$ cat src/rtl/core/arpc_pkg.sv
// Shared types, result codes and helpers for the ARP cache block.
// No dependencies; imported by every module of the block.
package arpc_pkg;

  // Input request and result payloads
  typedef struct packed {
    logic [2:0]  func;
    logic [31:0] ip_addr;
    logic [47:0] mac_addr;
    logic [3:0]  iface_id;
  } in_t;

  typedef struct packed {
    logic [3:0]  kind;
    logic [31:0] ip_out;
    logic [47:0] mac_out;
    logic [3:0]  iface_out;
    logic [7:0]  attempt;
    logic        last;
  } out_t;

  // Decoded operation passed from front to back
  typedef enum logic [2:0] {
    OP_LOOKUP,
    OP_INSERT,
    OP_QUEUE,
    OP_REMOVE,
    OP_CLEAR,
    OP_TICK,
    OP_NOP
  } op_e;

  typedef struct packed {
    op_e         op;
    logic [31:0] ip;
    logic [47:0] mac;
    logic [3:0]  iface;
  } cmd_t;

  // Function codes of the request
  localparam logic [2:0] FUNC_LOOKUP = 3'd0;
  localparam logic [2:0] FUNC_INSERT = 3'd1;
  localparam logic [2:0] FUNC_QUEUE  = 3'd2;
  localparam logic [2:0] FUNC_REMOVE = 3'd3;
  localparam logic [2:0] FUNC_CLEAR  = 3'd4;
  localparam logic [2:0] FUNC_TICK   = 3'd5;

  // Result kinds
  localparam logic [3:0] KIND_HIT          = 4'd0;
  localparam logic [3:0] KIND_MISS         = 4'd1;
  localparam logic [3:0] KIND_INSERTED     = 4'd2;
  localparam logic [3:0] KIND_INS_PENDING  = 4'd3;
  localparam logic [3:0] KIND_CACHE_FULL   = 4'd4;
  localparam logic [3:0] KIND_QUEUED_NEW   = 4'd5;
  localparam logic [3:0] KIND_QUEUED_EXIST = 4'd6;
  localparam logic [3:0] KIND_REQ_FULL     = 4'd7;
  localparam logic [3:0] KIND_SEND_ARP     = 4'd8;
  localparam logic [3:0] KIND_UNREACHABLE  = 4'd9;
  localparam logic [3:0] KIND_TICK_DONE    = 4'd10;
  localparam logic [3:0] KIND_DONE         = 4'd11;

  // Configuration register indexes
  localparam logic CFG_TIMEOUT   = 1'b0;
  localparam logic CFG_MAX_SENDS = 1'b1;
  localparam int unsigned CFG_W  = 16;

  localparam logic [15:0] AGE_MAX = 16'hFFFF;

  // Back-end sequencer states
  typedef enum logic [2:0] {
    ST_IDLE,
    ST_RSCAN,
    ST_CSCAN,
    ST_AGE,
    ST_TREQ,
    ST_EMIT
  } state_e;

  // Back-end status seen by the top level
  typedef struct packed {
    logic idle;
    logic pop;
  } stat_t;

  // Build one result item
  function automatic out_t mk_res(logic [3:0] kind, logic [31:0] ip, logic [47:0] mac,
                                  logic [3:0] iface, logic [7:0] att, logic last);
    out_t r;
    r.kind      = kind;
    r.ip_out    = ip;
    r.mac_out   = mac;
    r.iface_out = iface;
    r.attempt   = att;
    r.last      = last;
    return r;
  endfunction

endpackage

$ cat src/rtl/core/arpc_front.sv
// Front end: accepts requests, decodes the function and queues commands.
// Depends on arpc_pkg.
module arpc_front (
  input  logic          clk_i,
  input  logic          rst_ni,
  input  logic          in_valid_i,
  output logic          in_ready_o,
  input  arpc_pkg::in_t in_data_i,
  output logic          cmd_valid_o,
  output arpc_pkg::cmd_t cmd_o,
  input  logic          cmd_pop_i
);
  import arpc_pkg::*;

  cmd_t       mem_q [2];
  logic       wr_ptr_q, rd_ptr_q;
  logic [1:0] cnt_q;
  cmd_t       dec;
  logic       push;

  // Classify the incoming request
  always_comb begin
    dec.ip    = in_data_i.ip_addr;
    dec.mac   = in_data_i.mac_addr;
    dec.iface = in_data_i.iface_id;
    case (in_data_i.func)
      FUNC_LOOKUP: dec.op = OP_LOOKUP;
      FUNC_INSERT: dec.op = OP_INSERT;
      FUNC_QUEUE:  dec.op = OP_QUEUE;
      FUNC_REMOVE: dec.op = OP_REMOVE;
      FUNC_CLEAR:  dec.op = OP_CLEAR;
      FUNC_TICK:   dec.op = OP_TICK;
      default:     dec.op = OP_NOP;
    endcase
  end

  assign in_ready_o  = (cnt_q != 2'd2);
  assign push        = in_valid_i && in_ready_o;
  assign cmd_valid_o = (cnt_q != 2'd0);
  assign cmd_o       = mem_q[rd_ptr_q];

  // Advance pointers and fill count
  always_ff @(posedge clk_i or negedge rst_ni) begin
    if (!rst_ni) begin
      wr_ptr_q <= 1'b0;
      rd_ptr_q <= 1'b0;
      cnt_q    <= 2'd0;
    end else begin
      if (push) wr_ptr_q <= ~wr_ptr_q;
      if (cmd_pop_i) rd_ptr_q <= ~rd_ptr_q;
      case ({push, cmd_pop_i})
        2'b10:   cnt_q <= cnt_q + 2'd1;
        2'b01:   cnt_q <= cnt_q - 2'd1;
        default: cnt_q <= cnt_q;
      endcase
    end
  end

  // Hold queued commands
  always_ff @(posedge clk_i) begin
    if (push) mem_q[wr_ptr_q] <= dec;
  end

endmodule

$ cat src/rtl/core/arpc_back.sv
// Back end: cache and request tables, slot-serial sequencer, output register.
// Depends on arpc_pkg.
module arpc_back #(
  parameter int unsigned CACHE_SLOTS   = 16,
  parameter int unsigned REQUEST_SLOTS = 8
) (
  input  logic                         clk_i,
  input  logic                         rst_ni,
  input  logic                         cmd_valid_i,
  input  arpc_pkg::cmd_t               cmd_i,
  output logic                         cmd_pop_o,
  input  logic                         cfg_we_i,
  input  logic                         cfg_idx_i,
  input  logic [arpc_pkg::CFG_W-1:0]   cfg_data_i,
  output logic                         out_valid_o,
  input  logic                         out_ready_i,
  output arpc_pkg::out_t               out_data_o,
  output arpc_pkg::stat_t              stat_o
);
  import arpc_pkg::*;

  localparam int unsigned CIDX_W = (CACHE_SLOTS > 1) ? $clog2(CACHE_SLOTS) : 1;
  localparam int unsigned RIDX_W = (REQUEST_SLOTS > 1) ? $clog2(REQUEST_SLOTS) : 1;
  localparam logic [CIDX_W-1:0] C_LAST = CIDX_W'(CACHE_SLOTS - 1);
  localparam logic [RIDX_W-1:0] R_LAST = RIDX_W'(REQUEST_SLOTS - 1);

  // Tables
  logic [CACHE_SLOTS-1:0]   ent_valid_q;
  logic [31:0]              ent_ip_q   [CACHE_SLOTS];
  logic [47:0]              ent_mac_q  [CACHE_SLOTS];
  logic [15:0]              ent_age_q  [CACHE_SLOTS];
  logic [REQUEST_SLOTS-1:0] req_valid_q;
  logic [31:0]              req_ip_q    [REQUEST_SLOTS];
  logic [3:0]               req_iface_q [REQUEST_SLOTS];
  logic [7:0]               req_sends_q [REQUEST_SLOTS];

  // Sequencer
  state_e            state_q, state_d;
  cmd_t              cmd_q;
  logic [CIDX_W-1:0] cidx_q;
  logic [RIDX_W-1:0] ridx_q;
  logic              found_q, free_q;
  logic [RIDX_W-1:0] fidx_q, free_idx_q;
  out_t              res_q;
  out_t              out_q;
  logic              out_valid_q;
  logic [15:0]       timeout_q;
  logic [7:0]        max_sends_q;

  logic              c_last, r_last, rmatch, cmatch, can_emit;
  logic              found_n, free_n;
  logic [RIDX_W-1:0] fidx_n, free_idx_n;
  logic [15:0]       age_inc;
  logic [7:0]        sends_inc;
  logic              sends_exp, cval, rval;
  logic              emit;
  out_t              emit_res, treq_res;

  // Per-slot compare of the current scan position
  always_comb begin
    c_last     = (cidx_q == C_LAST);
    r_last     = (ridx_q == R_LAST);
    cval       = ent_valid_q[cidx_q];
    rval       = req_valid_q[ridx_q];
    rmatch     = rval && (req_ip_q[ridx_q] == cmd_q.ip);
    cmatch     = cval && (ent_ip_q[cidx_q] == cmd_q.ip);
    found_n    = found_q || rmatch;
    fidx_n     = found_q ? fidx_q : ridx_q;
    free_n     = free_q || !rval;
    free_idx_n = free_q ? free_idx_q : ridx_q;
    age_inc    = (ent_age_q[cidx_q] == AGE_MAX) ? AGE_MAX : ent_age_q[cidx_q] + 16'd1;
    sends_exp  = (req_sends_q[ridx_q] >= max_sends_q);
    sends_inc  = req_sends_q[ridx_q] + 8'd1;
    can_emit   = !out_valid_q || out_ready_i;
    treq_res   = sends_exp
               ? mk_res(KIND_UNREACHABLE, req_ip_q[ridx_q], 48'd0, req_iface_q[ridx_q],
                        8'd0, 1'b0)
               : mk_res(KIND_SEND_ARP, req_ip_q[ridx_q], 48'd0, req_iface_q[ridx_q],
                        sends_inc, 1'b0);
  end

  // Next state
  always_comb begin
    state_d = state_q;
    case (state_q)
      ST_IDLE: begin
        if (cmd_valid_i) begin
          case (cmd_i.op)
            OP_LOOKUP:                      state_d = ST_CSCAN;
            OP_INSERT, OP_QUEUE, OP_REMOVE: state_d = ST_RSCAN;
            OP_TICK:                        state_d = ST_AGE;
            default:                        state_d = ST_EMIT;
          endcase
        end
      end
      ST_RSCAN: begin
        if (r_last) state_d = (cmd_q.op == OP_INSERT) ? ST_CSCAN : ST_EMIT;
      end
      ST_CSCAN: begin
        if (cmd_q.op == OP_LOOKUP) begin
          if (cmatch || c_last) state_d = ST_EMIT;
        end else if (!cval || c_last) begin
          state_d = ST_EMIT;
        end
      end
      ST_AGE:  if (c_last) state_d = ST_TREQ;
      ST_TREQ: if ((!rval || can_emit) && r_last) state_d = ST_EMIT;
      ST_EMIT: if (can_emit) state_d = ST_IDLE;
      default: state_d = ST_IDLE;
    endcase
  end

  // Outputs of the sequencer
  always_comb begin
    cmd_pop_o = (state_q == ST_IDLE) && cmd_valid_i;
    emit      = 1'b0;
    emit_res  = res_q;
    case (state_q)
      ST_EMIT: emit = can_emit;
      ST_TREQ: begin
        emit     = rval && can_emit;
        emit_res = treq_res;
      end
      default: emit = 1'b0;
    endcase
  end

  // Control state, valid bits and configuration
  always_ff @(posedge clk_i or negedge rst_ni) begin
    if (!rst_ni) begin
      state_q     <= ST_IDLE;
      cidx_q      <= '0;
      ridx_q      <= '0;
      found_q     <= 1'b0;
      free_q      <= 1'b0;
      ent_valid_q <= '0;
      req_valid_q <= '0;
      out_valid_q <= 1'b0;
      timeout_q   <= 16'd30;
      max_sends_q <= 8'd5;
    end else begin
      state_q <= state_d;
      if (cfg_we_i) begin
        case (cfg_idx_i)
          CFG_TIMEOUT:   timeout_q   <= cfg_data_i;
          CFG_MAX_SENDS: max_sends_q <= cfg_data_i[7:0];
          default:       timeout_q   <= timeout_q;
        endcase
      end
      if (emit) out_valid_q <= 1'b1;
      else if (out_ready_i) out_valid_q <= 1'b0;
      case (state_q)
        ST_IDLE: begin
          cidx_q  <= '0;
          ridx_q  <= '0;
          found_q <= 1'b0;
          free_q  <= 1'b0;
          if (cmd_valid_i && cmd_i.op == OP_CLEAR) begin
            ent_valid_q <= '0;
            req_valid_q <= '0;
          end
        end
        ST_RSCAN: begin
          found_q    <= found_n;
          free_q     <= free_n;
          if (!r_last) ridx_q <= ridx_q + RIDX_W'(1);
          if (r_last && cmd_q.op == OP_QUEUE && !found_n && free_n)
            req_valid_q[free_idx_n] <= 1'b1;
          if (r_last && cmd_q.op == OP_REMOVE && found_n)
            req_valid_q[fidx_n] <= 1'b0;
        end
        ST_CSCAN: begin
          if (!c_last) cidx_q <= cidx_q + CIDX_W'(1);
          if (cmd_q.op == OP_INSERT && !cval) ent_valid_q[cidx_q] <= 1'b1;
        end
        ST_AGE: begin
          if (!c_last) cidx_q <= cidx_q + CIDX_W'(1);
          if (cval && age_inc > timeout_q) ent_valid_q[cidx_q] <= 1'b0;
        end
        ST_TREQ: begin
          if (!rval || can_emit) begin
            if (!r_last) ridx_q <= ridx_q + RIDX_W'(1);
            if (rval && sends_exp) req_valid_q[ridx_q] <= 1'b0;
          end
        end
        default: ;
      endcase
    end
  end

  // Payload: table fields, command, pending result, output register
  always_ff @(posedge clk_i) begin
    if (emit) out_q <= emit_res;
    case (state_q)
      ST_IDLE: begin
        if (cmd_valid_i) begin
          cmd_q <= cmd_i;
          res_q <= mk_res(KIND_DONE, 32'd0, 48'd0, 4'd0, 8'd0, 1'b1);
        end
      end
      ST_RSCAN: begin
        if (rmatch && !found_q) fidx_q <= ridx_q;
        if (!rval && !free_q) free_idx_q <= ridx_q;
        if (r_last) begin
          case (cmd_q.op)
            OP_QUEUE: begin
              if (found_n) begin
                res_q <= mk_res(KIND_QUEUED_EXIST, cmd_q.ip, 48'd0, 4'd0, 8'd0, 1'b1);
              end else if (free_n) begin
                req_ip_q[free_idx_n]    <= cmd_q.ip;
                req_iface_q[free_idx_n] <= cmd_q.iface;
                req_sends_q[free_idx_n] <= 8'd0;
                res_q <= mk_res(KIND_QUEUED_NEW, cmd_q.ip, 48'd0, 4'd0, 8'd0, 1'b1);
              end else begin
                res_q <= mk_res(KIND_REQ_FULL, cmd_q.ip, 48'd0, 4'd0, 8'd0, 1'b1);
              end
            end
            OP_REMOVE: res_q <= mk_res(KIND_DONE, cmd_q.ip, 48'd0, 4'd0, 8'd0, 1'b1);
            default:   res_q <= res_q;
          endcase
        end
      end
      ST_CSCAN: begin
        if (cmd_q.op == OP_LOOKUP) begin
          if (cmatch)
            res_q <= mk_res(KIND_HIT, cmd_q.ip, ent_mac_q[cidx_q], 4'd0, 8'd0, 1'b1);
          else if (c_last)
            res_q <= mk_res(KIND_MISS, cmd_q.ip, 48'd0, 4'd0, 8'd0, 1'b1);
        end else if (!cval) begin
          ent_ip_q[cidx_q]  <= cmd_q.ip;
          ent_mac_q[cidx_q] <= cmd_q.mac;
          ent_age_q[cidx_q] <= 16'd0;
          res_q <= mk_res(found_q ? KIND_INS_PENDING : KIND_INSERTED, cmd_q.ip, 48'd0,
                          4'd0, 8'd0, 1'b1);
        end else if (c_last) begin
          res_q <= mk_res(KIND_CACHE_FULL, cmd_q.ip, 48'd0, 4'd0, 8'd0, 1'b1);
        end
      end
      ST_AGE: begin
        if (cval) ent_age_q[cidx_q] <= age_inc;
      end
      ST_TREQ: begin
        if (rval && can_emit && !sends_exp) req_sends_q[ridx_q] <= sends_inc;
        res_q <= mk_res(KIND_TICK_DONE, 32'd0, 48'd0, 4'd0, 8'd0, 1'b1);
      end
      default: res_q <= res_q;
    endcase
  end

  assign out_valid_o = out_valid_q;
  assign out_data_o  = out_q;
  assign stat_o.idle = (state_q == ST_IDLE);
  assign stat_o.pop  = cmd_pop_o;

endmodule

$ cat src/rtl/core/arp_cache_with_retry_aging_unit.sv
// ARP cache with request retry and entry aging: usage notes.
//
// Requests enter on in_valid_i/in_ready_o as one in_t (func, ip_addr, mac_addr,
// iface_id) and are held in a two-deep command queue by the front end.
// Results leave on out_valid_o/out_ready_i as out_t items; the final result of
// each request carries last = 1. A tick gives one result per pending request
// followed by a tick-done result; every other request gives one result.
// The back end visits one table slot per clock, but a tick holds on a pending
// request while the output is stalled. Lookup scans the cache, insert scans the
// request table and then the cache, queue and remove scan the request table, a
// tick ages the cache and then walks the request table; clear and unknown codes
// go straight to the result.
// Configuration (cfg_we_i, cfg_idx_i, cfg_data_i) writes the entry timeout
// (index 0) and the send limit (index 1); write while idle.
// Reset empties both tables and the queue and loads timeout 30, limit 5.
// When the receiver stalls, the result holds in the output register and the
// back end waits; the front end keeps taking requests until its queue fills.
// Depends on arpc_pkg, arpc_front and arpc_back.
module arp_cache_with_retry_aging_unit #(
  parameter int unsigned CACHE_SLOTS   = 16,
  parameter int unsigned REQUEST_SLOTS = 8
) (
  input  logic                       clk_i,
  input  logic                       rst_ni,
  input  logic                       in_valid_i,
  output logic                       in_ready_o,
  input  arpc_pkg::in_t              in_data_i,
  output logic                       out_valid_o,
  input  logic                       out_ready_i,
  output arpc_pkg::out_t             out_data_o,
  input  logic                       cfg_we_i,
  input  logic                       cfg_idx_i,
  input  logic [arpc_pkg::CFG_W-1:0] cfg_data_i
);
  import arpc_pkg::*;

  logic  cmd_valid, cmd_pop;
  cmd_t  cmd;
  stat_t stat;

  // Accept and classify
  arpc_front u_front (
    .clk_i       (clk_i),
    .rst_ni      (rst_ni),
    .in_valid_i  (in_valid_i),
    .in_ready_o  (in_ready_o),
    .in_data_i   (in_data_i),
    .cmd_valid_o (cmd_valid),
    .cmd_o       (cmd),
    .cmd_pop_i   (cmd_pop)
  );

  // Execute against the tables
  arpc_back #(
    .CACHE_SLOTS   (CACHE_SLOTS),
    .REQUEST_SLOTS (REQUEST_SLOTS)
  ) u_back (
    .clk_i       (clk_i),
    .rst_ni      (rst_ni),
    .cmd_valid_i (cmd_valid),
    .cmd_i       (cmd),
    .cmd_pop_o   (cmd_pop),
    .cfg_we_i    (cfg_we_i),
    .cfg_idx_i   (cfg_idx_i),
    .cfg_data_i  (cfg_data_i),
    .out_valid_o (out_valid_o),
    .out_ready_i (out_ready_i),
    .out_data_o  (out_data_o),
    .stat_o      (stat)
  );

  // A command is taken only when one is queued
  a_pop_has_cmd: assert property (@(posedge clk_i) disable iff (!rst_ni)
    stat.pop |-> cmd_valid)
    else $error("command popped from empty queue");

  // Taking a command always starts work
  a_pop_leaves_idle: assert property (@(posedge clk_i) disable iff (!rst_ni)
    stat.pop |=> !stat.idle)
    else $error("sequencer stayed idle after taking a command");

  // Idle back end with nothing queued leaves the input side open
  a_idle_ready: assert property (@(posedge clk_i) disable iff (!rst_ni)
    stat.idle && !cmd_valid |-> in_ready_o)
    else $error("input blocked while empty and idle");

endmodule

$ cat config.mk
export PLATFORM = sky130hd
export DESIGN_NAME = arp_cache_with_retry_aging_unit
export DESIGN_NICKNAME = d
export VERILOG_FILES = /design/src/rtl/core/arpc_pkg.sv /design/src/rtl/core/arpc_front.sv /design/src/rtl/core/arpc_back.sv /design/src/rtl/core/arp_cache_with_retry_aging_unit.sv
export SDC_FILE = /design/constraint.sdc
export NUM_CORES = 2
export LEC_CHECK = 0
export ABC_AREA = 1
export BUFFER_PORTS_ARGS = -buffer_cell sky130_fd_sc_hd__buf_4
export CAP_MARGIN = 20
export CORE_MARGIN = 1
export CORE_UTILIZATION = 40
export DETAILED_ROUTE_END_ITERATION = 16
export HOLD_SLACK_MARGIN = 0.08
export SLEW_MARGIN = 15
export SYNTH_ARGS = -nofsm -noshare
export SYNTH_HDL_FRONTEND = slang
export SYNTH_SLANG_ARGS = --single-unit
$ cat constraint.sdc
create_clock -name clk_i -period 11.85 [get_ports clk_i]
set_input_delay 1.185 -clock clk_i [delete_from_list [all_inputs] [get_ports clk_i]]
set_output_delay 1.185 -clock clk_i [all_outputs]
set_load 0.03 [all_outputs]
* After elaboration in Yosys (flattened, before gate mapping) *
Memories as Yosys holds them, arrays and structs flattened.
Cells that the tools add are included.

word-level totals
  bits in writable memories = 2062
  ROM bits = 0
  memories kept = 7
  logic and storage cells = 254
  flip-flop bits (word level) = 352
  latch bits = 0

operators by class
  shifts and indexed selects = 0
  divide/modulo/power cells = 0
  mux-type cells = 85
  magnitude comparators = 10
  reduce and logical (&&, ||, !) cells = 61
  add/subtract/negate cells = 6
  equality and inequality tests = 42
  bitwise gates (word level) = 12
  multipliers = 0

memory list
  memory              depth  bits a word  rd ports  clocked after Yosys merged registers in  write ports  RTL line          RTL
  u_back.ent_mac_q    16     48           1         0                                        1            arpc_back.sv:30   logic [47:0] ent_mac_q [CACHE_SLOTS];
  u_back.ent_ip_q     16     32           1         0                                        1            arpc_back.sv:29   logic [31:0] ent_ip_q [CACHE_SLOTS];
  u_back.ent_age_q    16     16           1         0                                        1            arpc_back.sv:31   logic [15:0] ent_age_q [CACHE_SLOTS];
  u_back.req_ip_q     8      32           1         0                                        1            arpc_back.sv:33   logic [31:0] req_ip_q [REQUEST_SLOTS];
  u_front.mem_q       2      87           1         0                                        1            arpc_front.sv:15  cmd_t mem_q [2];
  u_back.req_sends_q  8      8            1         0                                        1            arpc_back.sv:35   logic [7:0] req_sends_q [REQUEST_SLOTS];
  1 more memories     --     --           --        --                                       --           --

operator list
  kind                   number
  $mux 97                9
  $pmux 97 s4            1
  $pmux 97 s2            1
  $mux 95                1
  $mux 94                1
  $mux 16                5
  $eq 32x32->1           2
  $mux 8                 7
  $pmux 16 s3            1
  $mux 3                 14
  $pmux 3 s6             2
  $mux 1                 28
  $eq 3x2->1 const B     8
  $pmux 8 s3             1
  $logic_and 1x1->1      22
  $eq 3x3->1 const B     7
  $ne 2x1->1 const B     10
  $pmux 3 s3             2
  $add 16x1->16 const B  1
  $and 16x16->16         1
  $and 8x8->8            2
  $eq 16x16->1 const B   1
  $gt 16x16->1           1
  $not 16->16            1
  other kinds (45)       87

* Longest topological paths before layout *
  word-level depth = 12
  mapped depth = 35
  gate-level depth less buffers = 31

* Cells and area by module *
Synthesis repeated with hierarchy kept, for this count alone.

second synthesis, totals
  cell total of the unflattened synthesis = 7755
  area total of the unflattened synthesis = 96095.9 µm²

by module, submodules not included
  module      cells each  area an instance (µm²)  instances
  arpc_back   7273        89442.0                 1
  arpc_front  482         6653.9                  1

* Worst setup path after synthesis *
OpenSTA, ideal clock, no wires.

  kind = register to register
  start point = reg u_back.cidx_q[0]
  end point = reg u_back.res_q[13] (netlist bit) (enable)
  arrival time = 8105 ps
  stages on the path, launching flop included = 21
  path slack = 3099 ps
  cells stage by stage = dfrtp_1 inv_2 buf_2 clkbuf_1 nand2_1 nand2_1 nand2_1 o21ai_0 nand2_1 nand2_1 o21ai_0 nand2_1 nand2_1 nor2_1 nand3_1 nor2_1 nand2_1 nand2_1 nand2_1 nand2_1 nor3b_1

on the way
  cells in the longest elaborated chain, start to end = 5

RTL lines
  element                                             RTL line                          RTL
  from (decl)                                         arpc_back.sv:40                   logic [CIDX_W-1:0] cidx_q;
  from (signal assigned)                              arpc_back.sv:173                  if (!c_last) cidx_q <= cidx_q + CIDX_W'(1);
  from (signal assigned)                              arpc_back.sv:177                  if (!c_last) cidx_q <= cidx_q + CIDX_W'(1);
  $mem_v2 16x32 / $bmux 1 s4 (equally long branches)  --
  $eq 32x32->1 / $mux 1 (equally long branches)       arpc_back.sv:66, arpc_back.sv:63
  $logic_and 1x1->1                                   arpc_back.sv:66                   cmatch = cval && (ent_ip_q[cidx_q] == cmd_q.ip);
  $ne 4x2->1 (no line)                                --
  $reduce_and 6->1 (no line) (*)                      --
  to (signal assigned)                                arpc_back.sv:198                  res_q <= mk_res(KIND_DONE, 32'd0, 48'd0, 4'd0, 8'd0, 1'b1);
  to (signal assigned)                                arpc_back.sv:208                  res_q <= mk_res(KIND_QUEUED_EXIST, cmd_q.ip, 48'd0, 4'd0, 8'd0, 1'b1);
  to (signal assigned)                                arpc_back.sv:213                  res_q <= mk_res(KIND_QUEUED_NEW, cmd_q.ip, 48'd0, 4'd0, 8'd0, 1'b1);
  to (decl)                                           arpc_back.sv:44                   out_t res_q;

Mark *: on every way between the ends. The rest lies on a longest branch, timed or not. The select of a mux whose other input is x is not followed.
A chain may end at the register's enable or synchronous reset.

* Worst setup path in the final report *
  start point = reg u_back.cidx_q[0]
  end point = reg u_back.res_q[19] (netlist bit) (enable)

The elaborated chain is that of the path after synthesis.

==> results by group <==
Floorplanning
  • I/O pin count: 208
  • Initial Util: 40.3%
  • FP Rows: 180
  • Die Ht: 494 um
  • Die W: 494 um
  • Core ar.: 241,000 um^2
  • Die area: 244,000 um^2

Global routing
  • GRT Util Overall: 21.9%
  • GR peak layer: met2
  • Wire length of the first global-routing pass: 396 mm
  • M2 GR Usage: 36.0%
  • M1 GR Usage: 30.0%
  • Initial antenna violation count: 8
  • Gr ovfl total: 0
  • Vias in the first global route: 59,800
  • Largest net degree at the start of global routing: 228
  • Global routing usage on met3: 3.35%

Placement
  • Pre-CTS setup slack: 4.78 ns
  • Gpl congestion: 0.895
  • I/O Buffers: 207
  • Area of placed instances: 102,000 um^2
  • Post-DP HPWL: 146 mm

Hold path
  • Hold Crit Start: in_data_i[15]
  • Worst Hold Depth: 1
  • Hold crit path type: primary input to flop
  • Hold Path Sink: u_front.mem_q[1][15]$_DFFE_PP_

Worst setup path
  • Kind of critical path: flop to flop
  • Crit path DAT: 7.68 ns
  • CP Data Required Time: 12.34 ns
  • Crit path max-delay cell type: buf_4
  • R2R Setup Slk: 4.65 ns
  • CP Capture Type: flop
  • Critical Path Source Type: flop
  • Most frequent cell on the critical path: nand2_1
  • Critical path buffers and inverters: 5
  • Crit-path max cell delay: 0.93 ns
  • Critical-path cell list: buf_4, buf_12, buf_4, o21ai_0, o21ai_0, nand2_1, nand2_1, o21ai_0, nand2_1, nand3_1, nor2_1, nand2_1, nor2_1, nand2_1, nand2_1, nand2_1, nand2_1, nor3b_2, buf_4, buf_4
  • FF-to-FF path depth: 20
  • Worst r2r src: u_back.cidx_q[0]$_DFFE_PN0P_
  • CP max FO: 227
  • Worst reg2reg endpoint: u_back.res_q[19]$_DFFE_PP_
  • Top cell family by delay on the critical path: buffers and inverters

Timing
  • Worst hold slack: 0.425 ns
  • Fin crit period: 7.20 ns
  • Slew headroom: 14.2%
  • Skew final: 0.0815 ns
  • Worst-Margin Slew: 1.29 ns
  • Setup slack after layout: 4.65 ns
  • Final hold violation count: 0
  • Fmax: 0.139 GHz
  • Setup TNS: 0 ns
  • Endpoints failing setup: 0
  • RSZ-0062 raised after global routing: no
  • Final period util: 60.7%
  • Pins Over Slew Limit: 0

Detailed routing
  • Avg WL per Cell: 23.7 um
  • Detailed-router iteration count before antenna repair: 7
  • DRT antenna net count: 0
  • Vias: 62,000
  • Vias/cell: 5.41
  • DRT Wirelength: 272 mm
  • Initial DRC count: 6,610
  • DR DRC count: 0

CTS
  • Number of clock buffers inserted by TritonCTS: 278
  • Clock Latency Late Sink: 0.94 ns
  • CTS root buf: clkbuf_16
  • CTS sink count: 2,401
  • Clock Path Buffers: 4
  • CTS tree: built
  • Post-CTS Setup Bufs: 0
  • Clk slew on worst S/H paths: 0.06 ns
  • CTS resizes: 0
  • CTS H-tree depth: 5

Synth
  • Synth Area per Inst: 12.4 um^2
  • Dominant cells by area after synthesis: edfxtp_1, nand2_1, nor2_1
  • Post-synthesis cell area: 97,000 um^2
  • Number of distinct library cells after synthesis: 56
  • Share of the synthesized area in the top cell type: 72.3%
  • Synth area leader: edfxtp_1
  • Register area share after synthesis: 74.0%
  • Synth Register Bits: 2,401
  • Cells after Synth: 7,835
  • Synth Net Count: 7,977
  • Synth warn: 0

Power and ir drop
  • VDD IR max: 0.000170 V
  • Pwr dens: 231 nW/um^2
  • Leakage power: 40.6 nW

Finish
  • Final standard cell area without fillers: 111,000 um^2
  • Fin nets: 8,215
  • Layout area overhead: 14.0%
  • Layout cells sized above 1: 10.9%
  • Util after Layout: 45.9%

Job
  • Max cap viols: 0

Outcome
  • Status: complete, no violations
==> state kept, by name (all words and copies together) (netlist names), 2 cells and up <==
signal	flops
u_back.cidx_q	4
u_back.cmd_q	87
u_back.ent_age_q	256
u_back.ent_ip_q	512
u_back.ent_mac_q	768
u_back.ent_valid_q	16
u_back.fidx_q	3
u_back.free_idx_q	3
u_back.max_sends_q	8
u_back.out_data_o	97
u_back.req_iface_q	32
u_back.req_ip_q	256
u_back.req_sends_q	64
u_back.req_valid_q	8
u_back.res_q	84
u_back.ridx_q	3
u_back.state_q	3
u_back.timeout_q	16
u_front.cnt_q	2
u_front.mem_q	174
==> synth_stat cells (all sizes together) <==
cell type	count
edfxtp	2336
nand2	1812
nor2	1014
o21ai	597
inv	548
a21oi	262
buf	205
clkbuf	191
nand3	137
o221ai	97
a32oi	96
mux2	84
a22oi	76
dfrtp	59
o22ai	57
nand4	48
o211ai	36
nor3	35
ha	33
xor2	19
or2	15
a221oi	11
a22o	10
a31oi	9
dfstp	6
a21boi	5
xnor2	5
a211oi	4
clkinv	4
nor4	4
a41oi	3
o2111ai	3
o21a	3
a2111oi	2
and2	2
and3	1
mux2i	1
nand3b	1
nor2b	1
nor3b	1
o32ai	1
or3	1
==> timing repair <==
| action | 4_1_cts | 5_1_grt |
|---|---|---|
| endpoints found under the hold margin | 2 | 0 |
| endpoints found under the setup margin | 0 | 0 |
| hold buffers | 1 | 0 |
==> final cells by class <==
cell class	instances	area (um^2)
fillers	21400	130000
clock buffers	342	7320
repair buffers	354	2820
well taps	3185	3990
flip-flops and latches	2401	71800
clock inverters	125	1060
inverters	552	2100
diodes	1	2.50
multi-input cells	4486	21500
==> stage by stage <==
stage | total power [mW] | cells
2_1_floorplan | 15.3 | 7835
3_5_place_dp | 17.6 | 11000
5_1_grt | 26.6 | 11400
3_3_place_gp | 17.5 | 11000
6_report | 25.6 | 11400
4_1_cts | 25.7 | 11400
==> worst max-delay path by stage <==
| stage | startpoint | end | slack (ns) | cells past startpoint |
|---|---|---|---|---|
| 3_5_place_dp | u_back.cidx_q[0]$_DFFE_PN0P_ | u_back.res_q[32]$_DFFE_PP_ | 4.78 | 22 |
| 5_1_grt | u_back.cidx_q[0]$_DFFE_PN0P_ | u_back.res_q[19]$_DFFE_PP_ | 4.24 | 22 |
| 6_report | u_back.cidx_q[0]$_DFFE_PN0P_ | u_back.res_q[19]$_DFFE_PP_ | 4.65 | 20 |
| 2_1_floorplan | u_back.cidx_q[0]$_DFFE_PN0P_ | u_back.res_q[13]$_DFFE_PP_ | 3.10 | 20 |
| 3_3_place_gp | u_back.cidx_q[0]$_DFFE_PN0P_ | u_back.res_q[51]$_DFFE_PP_ | 4.89 | 22 |
| 4_1_cts | u_back.cidx_q[0]$_DFFE_PN0P_ | u_back.res_q[19]$_DFFE_PP_ | 4.74 | 22 |
==> kinds of logic (layout without fill, tap and decap cells) <==
family	count (synthesis)	in the layout	synth area share (%)
AO/OA/AOI/OAI	1272	1272	7.84
XOR/XNOR	24	24	0.217
adder cells (fa/ha/maj)	33	33	0.426
buffers and inverters	948	1373	4.13
flip-flops	2401	2401	74.0
multiplexers	85	85	0.986
other	0	1	0
AND/OR/NAND/NOR	3072	3072	12.4
==> metal layers <==
metal  up-vias  wire [um]
met2      2613     130000
met5         -         23
met3       490      20100
met4         4       7360
met1     30800     114000
li1      28000          -
==> cells in the final DEF (no fill, tap or decap), types with 14 or more instances in the layout <==
cell / synthesis / layout
o211ai_1: 35 / 35
ha_1: 33 / 33
clkbuf_16: 0 / 284
buf_4: 39 / 340
o21ai_1: 23 / 23
nor2_1: 987 / 963
nor2_4: 2 / 26
clkinv_1: 4 / 54
nand3_1: 135 / 134
dfrtp_1: 59 / 55
bufinv_16: 0 / 17
clkinv_2: 0 / 38
o221ai_1: 97 / 97
o22ai_1: 57 / 57
inv_1: 536 / 535
edfxtp_1: 2336 / 2336
nor2_2: 25 / 25
o21ai_0: 574 / 573
a22oi_1: 76 / 76
a21oi_1: 262 / 260
nand2_1: 1810 / 1809
mux2_2: 84 / 84
a32oi_1: 96 / 96
xor2_1: 19 / 19
nor3_1: 35 / 28
nand4_1: 48 / 48
clkbuf_1: 190 / 58
or2_2: 14 / 14
==> power by group <==
part | internal, mW | switching [mW]
Clock | 4.74 | 3.30
Combinational | 1.56 | 4.45
Sequential | 10.9 | 0.657
No activity file was read; power rests on OpenSTA's default activity.
